===== src/rtl/core/civ_tfp_pkg.sv =====
`timescale 1ns / 1ps
`default_nettype none

package civ_tfp_pkg;

	localparam logic [7:0] BYTE_PRE = 8'hFE;
	localparam logic [7:0] BYTE_END = 8'hFD;

	localparam logic [7:0] ADDR_BCAST  = 8'h00;
	localparam logic [7:0] CMD_FREQ    = 8'h00;
	localparam logic [7:0] CMD_MODE    = 8'h01;
	localparam logic [7:0] MODE_NONE   = 8'hFF;

	// mode bytes on the bus
	localparam logic [7:0] MCODE_LSB = 8'h00;
	localparam logic [7:0] MCODE_USB = 8'h01;
	localparam logic [7:0] MCODE_AM  = 8'h02;
	localparam logic [7:0] MCODE_CW  = 8'h03;
	localparam logic [7:0] MCODE_FM  = 8'h05;
	localparam logic [7:0] MCODE_WFM = 8'h06;
	localparam logic [7:0] MCODE_CWR = 8'h07;

	// demodulator codes
	localparam logic [2:0] DEMOD_AM  = 3'd0;
	localparam logic [2:0] DEMOD_CW  = 3'd1;
	localparam logic [2:0] DEMOD_NFM = 3'd2;
	localparam logic [2:0] DEMOD_LSB = 3'd3;
	localparam logic [2:0] DEMOD_USB = 3'd4;
	localparam logic [2:0] DEMOD_WFM = 3'd5;

	localparam logic EVT_FREQ = 1'b0;
	localparam logic EVT_MODE = 1'b1;

	// register indexes
	localparam logic [2:0] REG_STATION = 3'd0;
	localparam logic [2:0] REG_AM_OFS  = 3'd1;
	localparam logic [2:0] REG_FM_OFS  = 3'd2;
	localparam logic [2:0] REG_CW_OFS  = 3'd3;
	localparam logic [2:0] REG_LSB_OFS = 3'd4;
	localparam logic [2:0] REG_USB_OFS = 3'd5;

	localparam int FREQ_W = 34;
	localparam int OFS_W  = 15;

	typedef logic [FREQ_W-1:0] freq_t;
	typedef logic signed [OFS_W-1:0] ofs_t;

	// weight of frequency byte k (k = 0 is least significant)
	function automatic logic [26:0] pow100(input logic [2:0] k);
		logic [26:0] w;
		case (k)
			3'd0: w = 27'd1;
			3'd1: w = 27'd100;
			3'd2: w = 27'd10000;
			3'd3: w = 27'd1000000;
			3'd4: w = 27'd100000000;
			default: w = 27'd0;
		endcase
		return w;
	endfunction

endpackage

`default_nettype wire


===== src/rtl/core/civ_transceive_frame_parser_core.sv =====
`timescale 1ns / 1ps
`default_nettype none

// channel   direction  handshake                  payload
// input     in         in_valid / in_stall        rx_byte
// output    out        out_valid / out_stall      event_kind, frequency_hz, demod_code,
//                                                 raw_mode, mode_offset_hz
// config    in         psel / penable / pwrite    paddr, pwdata, prdata on read
//
// one byte per cycle while no event byte waits for the result slot; a byte
// sits in the input register and its event is then taken into the result register.
// the frequency is summed byte by byte as the body arrives (one constant
// multiply and add per byte), so the end marker only selects the event.
// reset clears the parser and both valid flags and sets the registers to their defaults.
// a byte with no event passes even while the result is stalled; a byte that
// makes an event waits in the input register until the result slot is free.

module civ_transceive_frame_parser_core #(
	parameter int MAX_BODY = 8
) (
	input  wire logic                                clk,
	input  wire logic                                arst_n,
	input  wire logic                                in_valid,
	output logic                                     in_stall,
	input  wire logic [7:0]                          rx_byte,
	output logic                                     out_valid,
	input  wire logic                                out_stall,
	output logic                                     event_kind,
	output civ_tfp_pkg::freq_t                       frequency_hz,
	output logic [2:0]                               demod_code,
	output logic [7:0]                               raw_mode,
	output civ_tfp_pkg::ofs_t                        mode_offset_hz,
	input  wire logic                                psel,
	input  wire logic                                penable,
	input  wire logic                                pwrite,
	input  wire logic [4:0]                          paddr,
	input  wire logic [31:0]                         pwdata,
	output logic [31:0]                              prdata,
	output logic                                     pready
);

	localparam int CNT_W = $clog2(MAX_BODY + 1);

	localparam logic [1:0] PH_HUNT = 2'd0;
	localparam logic [1:0] PH_PRE  = 2'd1;
	localparam logic [1:0] PH_BODY = 2'd2;

	// configuration registers
	logic [7:0]         station_q;
	civ_tfp_pkg::ofs_t  am_ofs_q, fm_ofs_q, cw_ofs_q, lsb_ofs_q, usb_ofs_q;

	logic        cfg_wr;
	logic [2:0]  cfg_idx;

	assign pready  = 1'b1;
	assign cfg_wr  = psel && penable && pwrite;
	assign cfg_idx = paddr[4:2];

	always_ff @(posedge clk or negedge arst_n) begin
		if (!arst_n) begin
			station_q <= 8'h88;
			am_ofs_q  <= '0;
			fm_ofs_q  <= '0;
			cw_ofs_q  <= '0;
			lsb_ofs_q <= '0;
			usb_ofs_q <= '0;
		end else if (cfg_wr) begin
			unique case (cfg_idx)
				civ_tfp_pkg::REG_STATION: station_q <= pwdata[7:0];
				civ_tfp_pkg::REG_AM_OFS:  am_ofs_q  <= pwdata[14:0];
				civ_tfp_pkg::REG_FM_OFS:  fm_ofs_q  <= pwdata[14:0];
				civ_tfp_pkg::REG_CW_OFS:  cw_ofs_q  <= pwdata[14:0];
				civ_tfp_pkg::REG_LSB_OFS: lsb_ofs_q <= pwdata[14:0];
				civ_tfp_pkg::REG_USB_OFS: usb_ofs_q <= pwdata[14:0];
				default: ;
			endcase
		end
	end

	always_comb begin
		unique case (cfg_idx)
			civ_tfp_pkg::REG_STATION: prdata = {24'd0, station_q};
			civ_tfp_pkg::REG_AM_OFS:  prdata = {17'd0, am_ofs_q};
			civ_tfp_pkg::REG_FM_OFS:  prdata = {17'd0, fm_ofs_q};
			civ_tfp_pkg::REG_CW_OFS:  prdata = {17'd0, cw_ofs_q};
			civ_tfp_pkg::REG_LSB_OFS: prdata = {17'd0, lsb_ofs_q};
			civ_tfp_pkg::REG_USB_OFS: prdata = {17'd0, usb_ofs_q};
			default:                  prdata = 32'd0;
		endcase
	end

	// input register
	logic       valid_s1;
	logic [7:0] byte_s1;
	logic       advance;
	logic       has_res;
	logic       out_free;

	assign out_free = !out_valid || !out_stall;
	assign advance  = valid_s1 && (!has_res || out_free);
	assign in_stall = valid_s1 && !advance;

	always_ff @(posedge clk or negedge arst_n) begin
		if (!arst_n) begin
			valid_s1 <= 1'b0;
		end else if (!in_stall) begin
			valid_s1 <= in_valid;
		end
	end

	always_ff @(posedge clk) begin
		if (in_valid && !in_stall) begin
			byte_s1 <= rx_byte;
		end
	end

	// parser state
	logic [1:0]         phase_q, phase_d;
	logic [CNT_W-1:0]   cnt_q, cnt_d;
	logic               ovf_q, ovf_d;
	civ_tfp_pkg::freq_t acc_q, acc_d;
	logic [7:0]         last_mode_q;
	logic [7:0]         hdr_q [4];

	logic               store;
	logic               clear;
	logic               finish;
	logic [7:0]         digit_val;
	logic [2:0]         pw_idx;
	civ_tfp_pkg::freq_t term;

	logic               mode_known;
	logic [2:0]         mode_demod;
	civ_tfp_pkg::ofs_t  mode_ofs;
	logic               freq_ok;
	logic               mode_ok;
	logic               hdr_ok;

	always_comb begin
		phase_d = phase_q;
		store   = 1'b0;
		clear   = 1'b0;
		finish  = 1'b0;
		unique case (phase_q)
			PH_HUNT: begin
				if (byte_s1 == civ_tfp_pkg::BYTE_PRE) begin
					clear   = 1'b1;
					phase_d = PH_PRE;
				end
			end
			PH_PRE: begin
				if (byte_s1 == civ_tfp_pkg::BYTE_END) begin
					clear   = 1'b1;
					phase_d = PH_HUNT;
				end else if (byte_s1 != civ_tfp_pkg::BYTE_PRE) begin
					store   = 1'b1;
					phase_d = PH_BODY;
				end
			end
			default: begin
				if (byte_s1 == civ_tfp_pkg::BYTE_END) begin
					finish  = 1'b1;
					clear   = 1'b1;
					phase_d = PH_HUNT;
				end else begin
					store = 1'b1;
				end
			end
		endcase
	end

	// bcd byte value hi*10+lo, at most 165
	assign digit_val = 8'({byte_s1[7:4], 3'b000}) + 8'({byte_s1[7:4], 1'b0})
		+ 8'(byte_s1[3:0]);
	assign pw_idx    = 3'(cnt_q - CNT_W'(3));
	assign term      = civ_tfp_pkg::FREQ_W'({26'd0, digit_val}
		* {7'd0, civ_tfp_pkg::pow100(pw_idx)});

	always_comb begin
		cnt_d = cnt_q;
		ovf_d = ovf_q;
		acc_d = acc_q;
		if (clear) begin
			cnt_d = '0;
			ovf_d = 1'b0;
			acc_d = '0;
		end else if (store) begin
			if (cnt_q < CNT_W'(MAX_BODY)) begin
				cnt_d = cnt_q + CNT_W'(1);
				if (cnt_q >= CNT_W'(3) && cnt_q <= CNT_W'(7)) begin
					acc_d = acc_q + term;
				end
			end else begin
				ovf_d = 1'b1;
			end
		end
	end

	always_comb begin
		mode_known = 1'b1;
		mode_demod = civ_tfp_pkg::DEMOD_AM;
		mode_ofs   = '0;
		case (hdr_q[3])
			civ_tfp_pkg::MCODE_AM: begin
				mode_demod = civ_tfp_pkg::DEMOD_AM;
				mode_ofs   = am_ofs_q;
			end
			civ_tfp_pkg::MCODE_CW: begin
				mode_demod = civ_tfp_pkg::DEMOD_CW;
				mode_ofs   = cw_ofs_q;
			end
			civ_tfp_pkg::MCODE_CWR: mode_demod = civ_tfp_pkg::DEMOD_CW;
			civ_tfp_pkg::MCODE_FM: begin
				mode_demod = civ_tfp_pkg::DEMOD_NFM;
				mode_ofs   = fm_ofs_q;
			end
			civ_tfp_pkg::MCODE_LSB: begin
				mode_demod = civ_tfp_pkg::DEMOD_LSB;
				mode_ofs   = lsb_ofs_q;
			end
			civ_tfp_pkg::MCODE_USB: begin
				mode_demod = civ_tfp_pkg::DEMOD_USB;
				mode_ofs   = usb_ofs_q;
			end
			civ_tfp_pkg::MCODE_WFM: mode_demod = civ_tfp_pkg::DEMOD_WFM;
			default: mode_known = 1'b0;
		endcase
	end

	assign hdr_ok  = finish && !ovf_q && hdr_q[0] == civ_tfp_pkg::ADDR_BCAST
		&& hdr_q[1] == station_q;
	assign freq_ok = hdr_ok && hdr_q[2] == civ_tfp_pkg::CMD_FREQ && cnt_q == CNT_W'(8);
	assign mode_ok = hdr_ok && hdr_q[2] == civ_tfp_pkg::CMD_MODE && cnt_q == CNT_W'(5)
		&& mode_known && hdr_q[3] != last_mode_q;
	assign has_res = freq_ok || mode_ok;

	always_ff @(posedge clk or negedge arst_n) begin
		if (!arst_n) begin
			phase_q     <= PH_HUNT;
			cnt_q       <= '0;
			ovf_q       <= 1'b0;
			acc_q       <= '0;
			last_mode_q <= civ_tfp_pkg::MODE_NONE;
		end else if (advance) begin
			phase_q <= phase_d;
			cnt_q   <= cnt_d;
			ovf_q   <= ovf_d;
			acc_q   <= acc_d;
			if (mode_ok) begin
				last_mode_q <= hdr_q[3];
			end
		end
	end

	// header bytes: destination, source, command, mode
	always_ff @(posedge clk) begin
		if (advance && store && cnt_q < CNT_W'(4)) begin
			hdr_q[cnt_q[1:0]] <= byte_s1;
		end
	end

	// result register
	always_ff @(posedge clk or negedge arst_n) begin
		if (!arst_n) begin
			out_valid <= 1'b0;
		end else if (out_free) begin
			out_valid <= advance && has_res;
		end
	end

	always_ff @(posedge clk) begin
		if (out_free && advance && has_res) begin
			if (mode_ok) begin
				event_kind     <= civ_tfp_pkg::EVT_MODE;
				frequency_hz   <= '0;
				demod_code     <= mode_demod;
				raw_mode       <= hdr_q[3];
				mode_offset_hz <= mode_ofs;
			end else begin
				event_kind     <= civ_tfp_pkg::EVT_FREQ;
				frequency_hz   <= acc_q;
				demod_code     <= '0;
				raw_mode       <= '0;
				mode_offset_hz <= '0;
			end
		end
	end

`ifndef SYNTH
	a_stall_only_when_full: assert property (@(posedge clk) disable iff (!arst_n)
		in_stall |-> valid_s1 && out_valid && out_stall)
		else $error("input stalled with a free result slot");

	a_cnt_bound: assert property (@(posedge clk) disable iff (!arst_n)
		cnt_q <= CNT_W'(MAX_BODY))
		else $error("body count beyond store depth");

	a_ovf_full: assert property (@(posedge clk) disable iff (!arst_n)
		ovf_q |-> cnt_q == CNT_W'(MAX_BODY))
		else $error("overflow flagged with store not full");

	a_freq_fields: assert property (@(posedge clk) disable iff (!arst_n)
		out_valid && event_kind == civ_tfp_pkg::EVT_FREQ
		|-> demod_code == 3'd0 && raw_mode == 8'd0 && mode_offset_hz == '0)
		else $error("mode fields set in a frequency event");

	a_last_mode: assert property (@(posedge clk) disable iff (!arst_n)
		out_valid && event_kind == civ_tfp_pkg::EVT_MODE |-> last_mode_q == raw_mode)
		else $error("last mode does not follow the reported mode");
`endif

endmodule

`default_nettype wire

===== config.mk =====
export PLATFORM = sky130hd
export DESIGN_NAME = civ_transceive_frame_parser_core
export DESIGN_NICKNAME = d
export VERILOG_FILES = /design/src/rtl/core/civ_tfp_pkg.sv /design/src/rtl/core/civ_transceive_frame_parser_core.sv
export SDC_FILE = /design/constraint.sdc
export NUM_CORES = 1
export LEC_CHECK = 0
export BUFFER_PORTS_ARGS = -buffer_cell sky130_fd_sc_hd__buf_2
export CORE_ASPECT_RATIO = 0.7
export CORE_MARGIN = 1.5
export CORE_UTILIZATION = 30
export CTS_CLUSTER_DIAMETER = 50
export DETAILED_ROUTE_END_ITERATION = 16
export PLACE_DENSITY = 0.49
export SLEW_MARGIN = 25
export SYNTH_ARGS = -nofsm -noshare
export SYNTH_HDL_FRONTEND = slang
export SYNTH_SLANG_ARGS = --single-unit

===== constraint.sdc =====
create_clock -name clk -period 16.7 [get_ports clk]
set_clock_uncertainty 0.15 [all_clocks]
set_input_delay 0.835 -clock clk [delete_from_list [all_inputs] [get_ports clk]]
set_output_delay 0.835 -clock clk [all_outputs]
set_load 0.02 [all_outputs]

==> flow_summary.yaml <==
clock_tree:
  clock_path_buffers: 3
  clkTransAtPathRegs_ns: 0.05
  cts_buffers: 34
  cts_hold_buf: 0
  cts_tree: "built"
  htree_num_levels: 2
  cts_sinks: 235
  cts_resized: 0
  cts-root-buf: "clkbuf_16"
  postCtsSetupRepairBufs: 0
  clkLatencyLatePin_ns: 0.55
logic_synthesis:
  ys_top_cells_by_count: "inv_1, fa_1, dfrtp_1"
  ys_ff_latch: 235
  yosysSeqAreaShare_pct: 37.8
  syn_avg_cell_area_um2: 10.8
  synth_area_um2: 16900
  synth_ff_type: "dfrtp_1"
  synthArstFlopShare_pct: 57.0
  syn_inst: 1565
  yosys-top-cells-area: "dfrtp_1, edfxtp_1, fa_1"
  ys_types: 78
  synth_edf_count: 101
  synth_warnings: 0
  yosysMostFrequentCell: "inv_1"
  synth.top_cell.area_share_pct: 18.4
  synth_area_leader_cell: "dfrtp_1"
sta:
  tightest_slew_ns: 1.07
  final_hold_viol_count: 0
  slew_violations: 0
  setup_ws_ns: 8.70
  fin_crit_sh_pct: 47.9
  hold_ws_ns: 0.194
  layout_min_cycle_time_ns: 8.00
  max_slew_margin_pct: 26.7
  setup_tns_ns: 0
  rsz0062_at_grt: "no"
  fmax_mhz: 125
  setup_viol: 0
setup_path:
  crit_arrival_ns: 8.26
  crit_type: "reg -> reg"
  worst-r2r-setup-slack_ns: 8.70
  startpoint_type: "register"
  required_ns: 16.96
  rr_startpoint: "byte_s1[3]"
  r2r_cells: 23
  rr_endpoint: "acc_q[33]"
  end_kind: "register"
  cp_max_fo: 10
placed_design:
  dp_hpwl_um: 32500
  placed_cells: 2371
  pre_cts_ws_ns: 8.89
  place_area_um2: 18200
  routabilityCongestion: 0.890
  portBuffers: 110
floorplanning:
  die_x_um: 287
  core_um2: 55500
  boundaryPins: 148
  fp-row-count: 72
  die_h_um: 202
  dieArea_um2: 57800
  start_util_pct: 30.5
routing:
  drc_errors: 0
  firstDrtPassIters: 6
  routed_via_density: 4.81
  vias: 11700
  antenna_left: 0
  wire_per_inst_um: 18.2
  wirelength_um: 44300
  drt_iter0_markers: 946
cells_and_area:
  final_util_pct: 34.9
  final_cells: 2433
  nets: 1953
  fillers: 5623
  area_growth_syn_to_layout_pct: 14.7
  drive_above_1_share_pct: 18.7
  design_area_um2: 19400
global_route:
  grt_max_degree: 85
  antenna_found_initial: 2
  grt_overflow_total: 0
  grt_pass1_vias: 11800
  grtUsageTotal_pct: 15.7
  grt_pass1_wl_um: 70000
power_and_ir_drop:
  p_leak_nw: 8.48
  power.total_mw: 2.53
  ir_drop_uv: 105
  p_per_area_nw_per_um2: 131
hold_path:
  hold_path.class: "in -> async"
run_status:
  status: "completed"
run:
  drv_cap: 0
final cells by class:
cell class,instances,area [um2],share of cell area (%)
diodes,1,2.50,0.0129
repair buffers,123,654,3.38
well taps,740,926,4.78
clock inverters,18,213,1.10
flip-flops and latches,235,6400,33.0
multi-input cells,1044,9390,48.5
inverters,229,860,4.43
clock buffers,43,937,4.83
sequential cells by signal, indices dropped and copies added (netlist names), 8 cells and up:
register and cells:
station_q 8, raw_mode 8, am_ofs_q 15, mode_offset_hz 15
hdr_q 32, fm_ofs_q 15, cw_ofs_q 15, usb_ofs_q 15
byte_s1 8, last_mode_q 8, lsb_ofs_q 15, frequency_hz 34
acc_q 34
kinds of logic after synthesis:
logic type                 Yosys count  synth area share [%]
and+or+nand+nor                    379                  11.1
adders and majority gates          234                  23.2
DFF                                235                  37.8
buffers and inverters              307                  7.44
AOI/OAI and AO/OA                  222                  8.93
other                                2                0.0444
muxes                              134                  8.70
xor gates and xnor gates            52                  2.69
worst max-delay path by stage:
| stage | start | endpoint | slack, ns | depth (start not counted) |
|---|---|---|---|---|
| floorplan | byte_s1[3] | acc_q[30] | 9.98 | 23 |
| global placement | byte_s1[3] | acc_q[33] | 9.03 | 23 |
| detailed placement | byte_s1[3] | acc_q[33] | 8.89 | 23 |
| CTS | byte_s1[3] | acc_q[33] | 8.86 | 23 |
| global route | byte_s1[3] | acc_q[33] | 8.29 | 23 |
| finish | byte_s1[3] | acc_q[33] | 8.70 | 23 |
power by group:
| group | leakage, nW | internal (mW) | total, mW | switching [mW] |
|---|---|---|---|---|
| clock network | 0.561 | 0.452 | 0.744 | 0.292 |
| logic | 5.45 | 0.428 | 1.07 | 0.641 |
| registers | 2.46 | 0.662 | 0.717 | 0.0552 |
| total | 8.48 | 1.54 | 2.53 | 0.988 |
placed cells by master, fill, tap and decap left out, drive strengths merged, types with 10 or more instances in the layout:
master,count
xor2,38
and3,23
inv,236
edfxtp,101
a21oi,37
o31ai,16
xnor2,14
nor2,104
and2,19
a222oi,15
dfstp,10
clkbuf,43
mux2i,36
mux2,98
buf,123
nand2,116
o22ai,13
fa,133
ha,101
nor3,18
nor2b,30
nand3,12
a21o,11
dfrtp,124
o21ai,61
conb,23
routing by layer:
metal  vias to the layer above  share of wire (%)  GRT usage [%]  wire (um)
met1                      5874                 50           24.2      22000
met2                       291                 43           22.2      18900
li1                       5502                  -              -          -
met4                         0                1.8           3.74        781
met5                         -                  0              0          0
met3                        47                6.0           3.22       2680
critical path, cell delays in order, from the launching register on:
cell       delay [ns]
edfxtp_1         0.50
inv_1            0.11
fa_1             0.54
inv_1            0.07
fa_1             0.43
a21o_1           0.20
a21oi_1          0.18
xor2_1           0.29
nor2_1           0.57
nor2_1           0.15
fa_1             0.55
inv_1            0.05
fa_1             0.52
inv_1            0.05
fa_1             0.45
fa_1             0.51
inv_1            0.04
ha_1             0.46
and4_1           0.34
o2111ai_1        0.13
o21ai_1          0.82
a211oi_1         0.28
a221oi_1         0.33
nand3_1          0.11
Power figures use the tool's default switching activity.
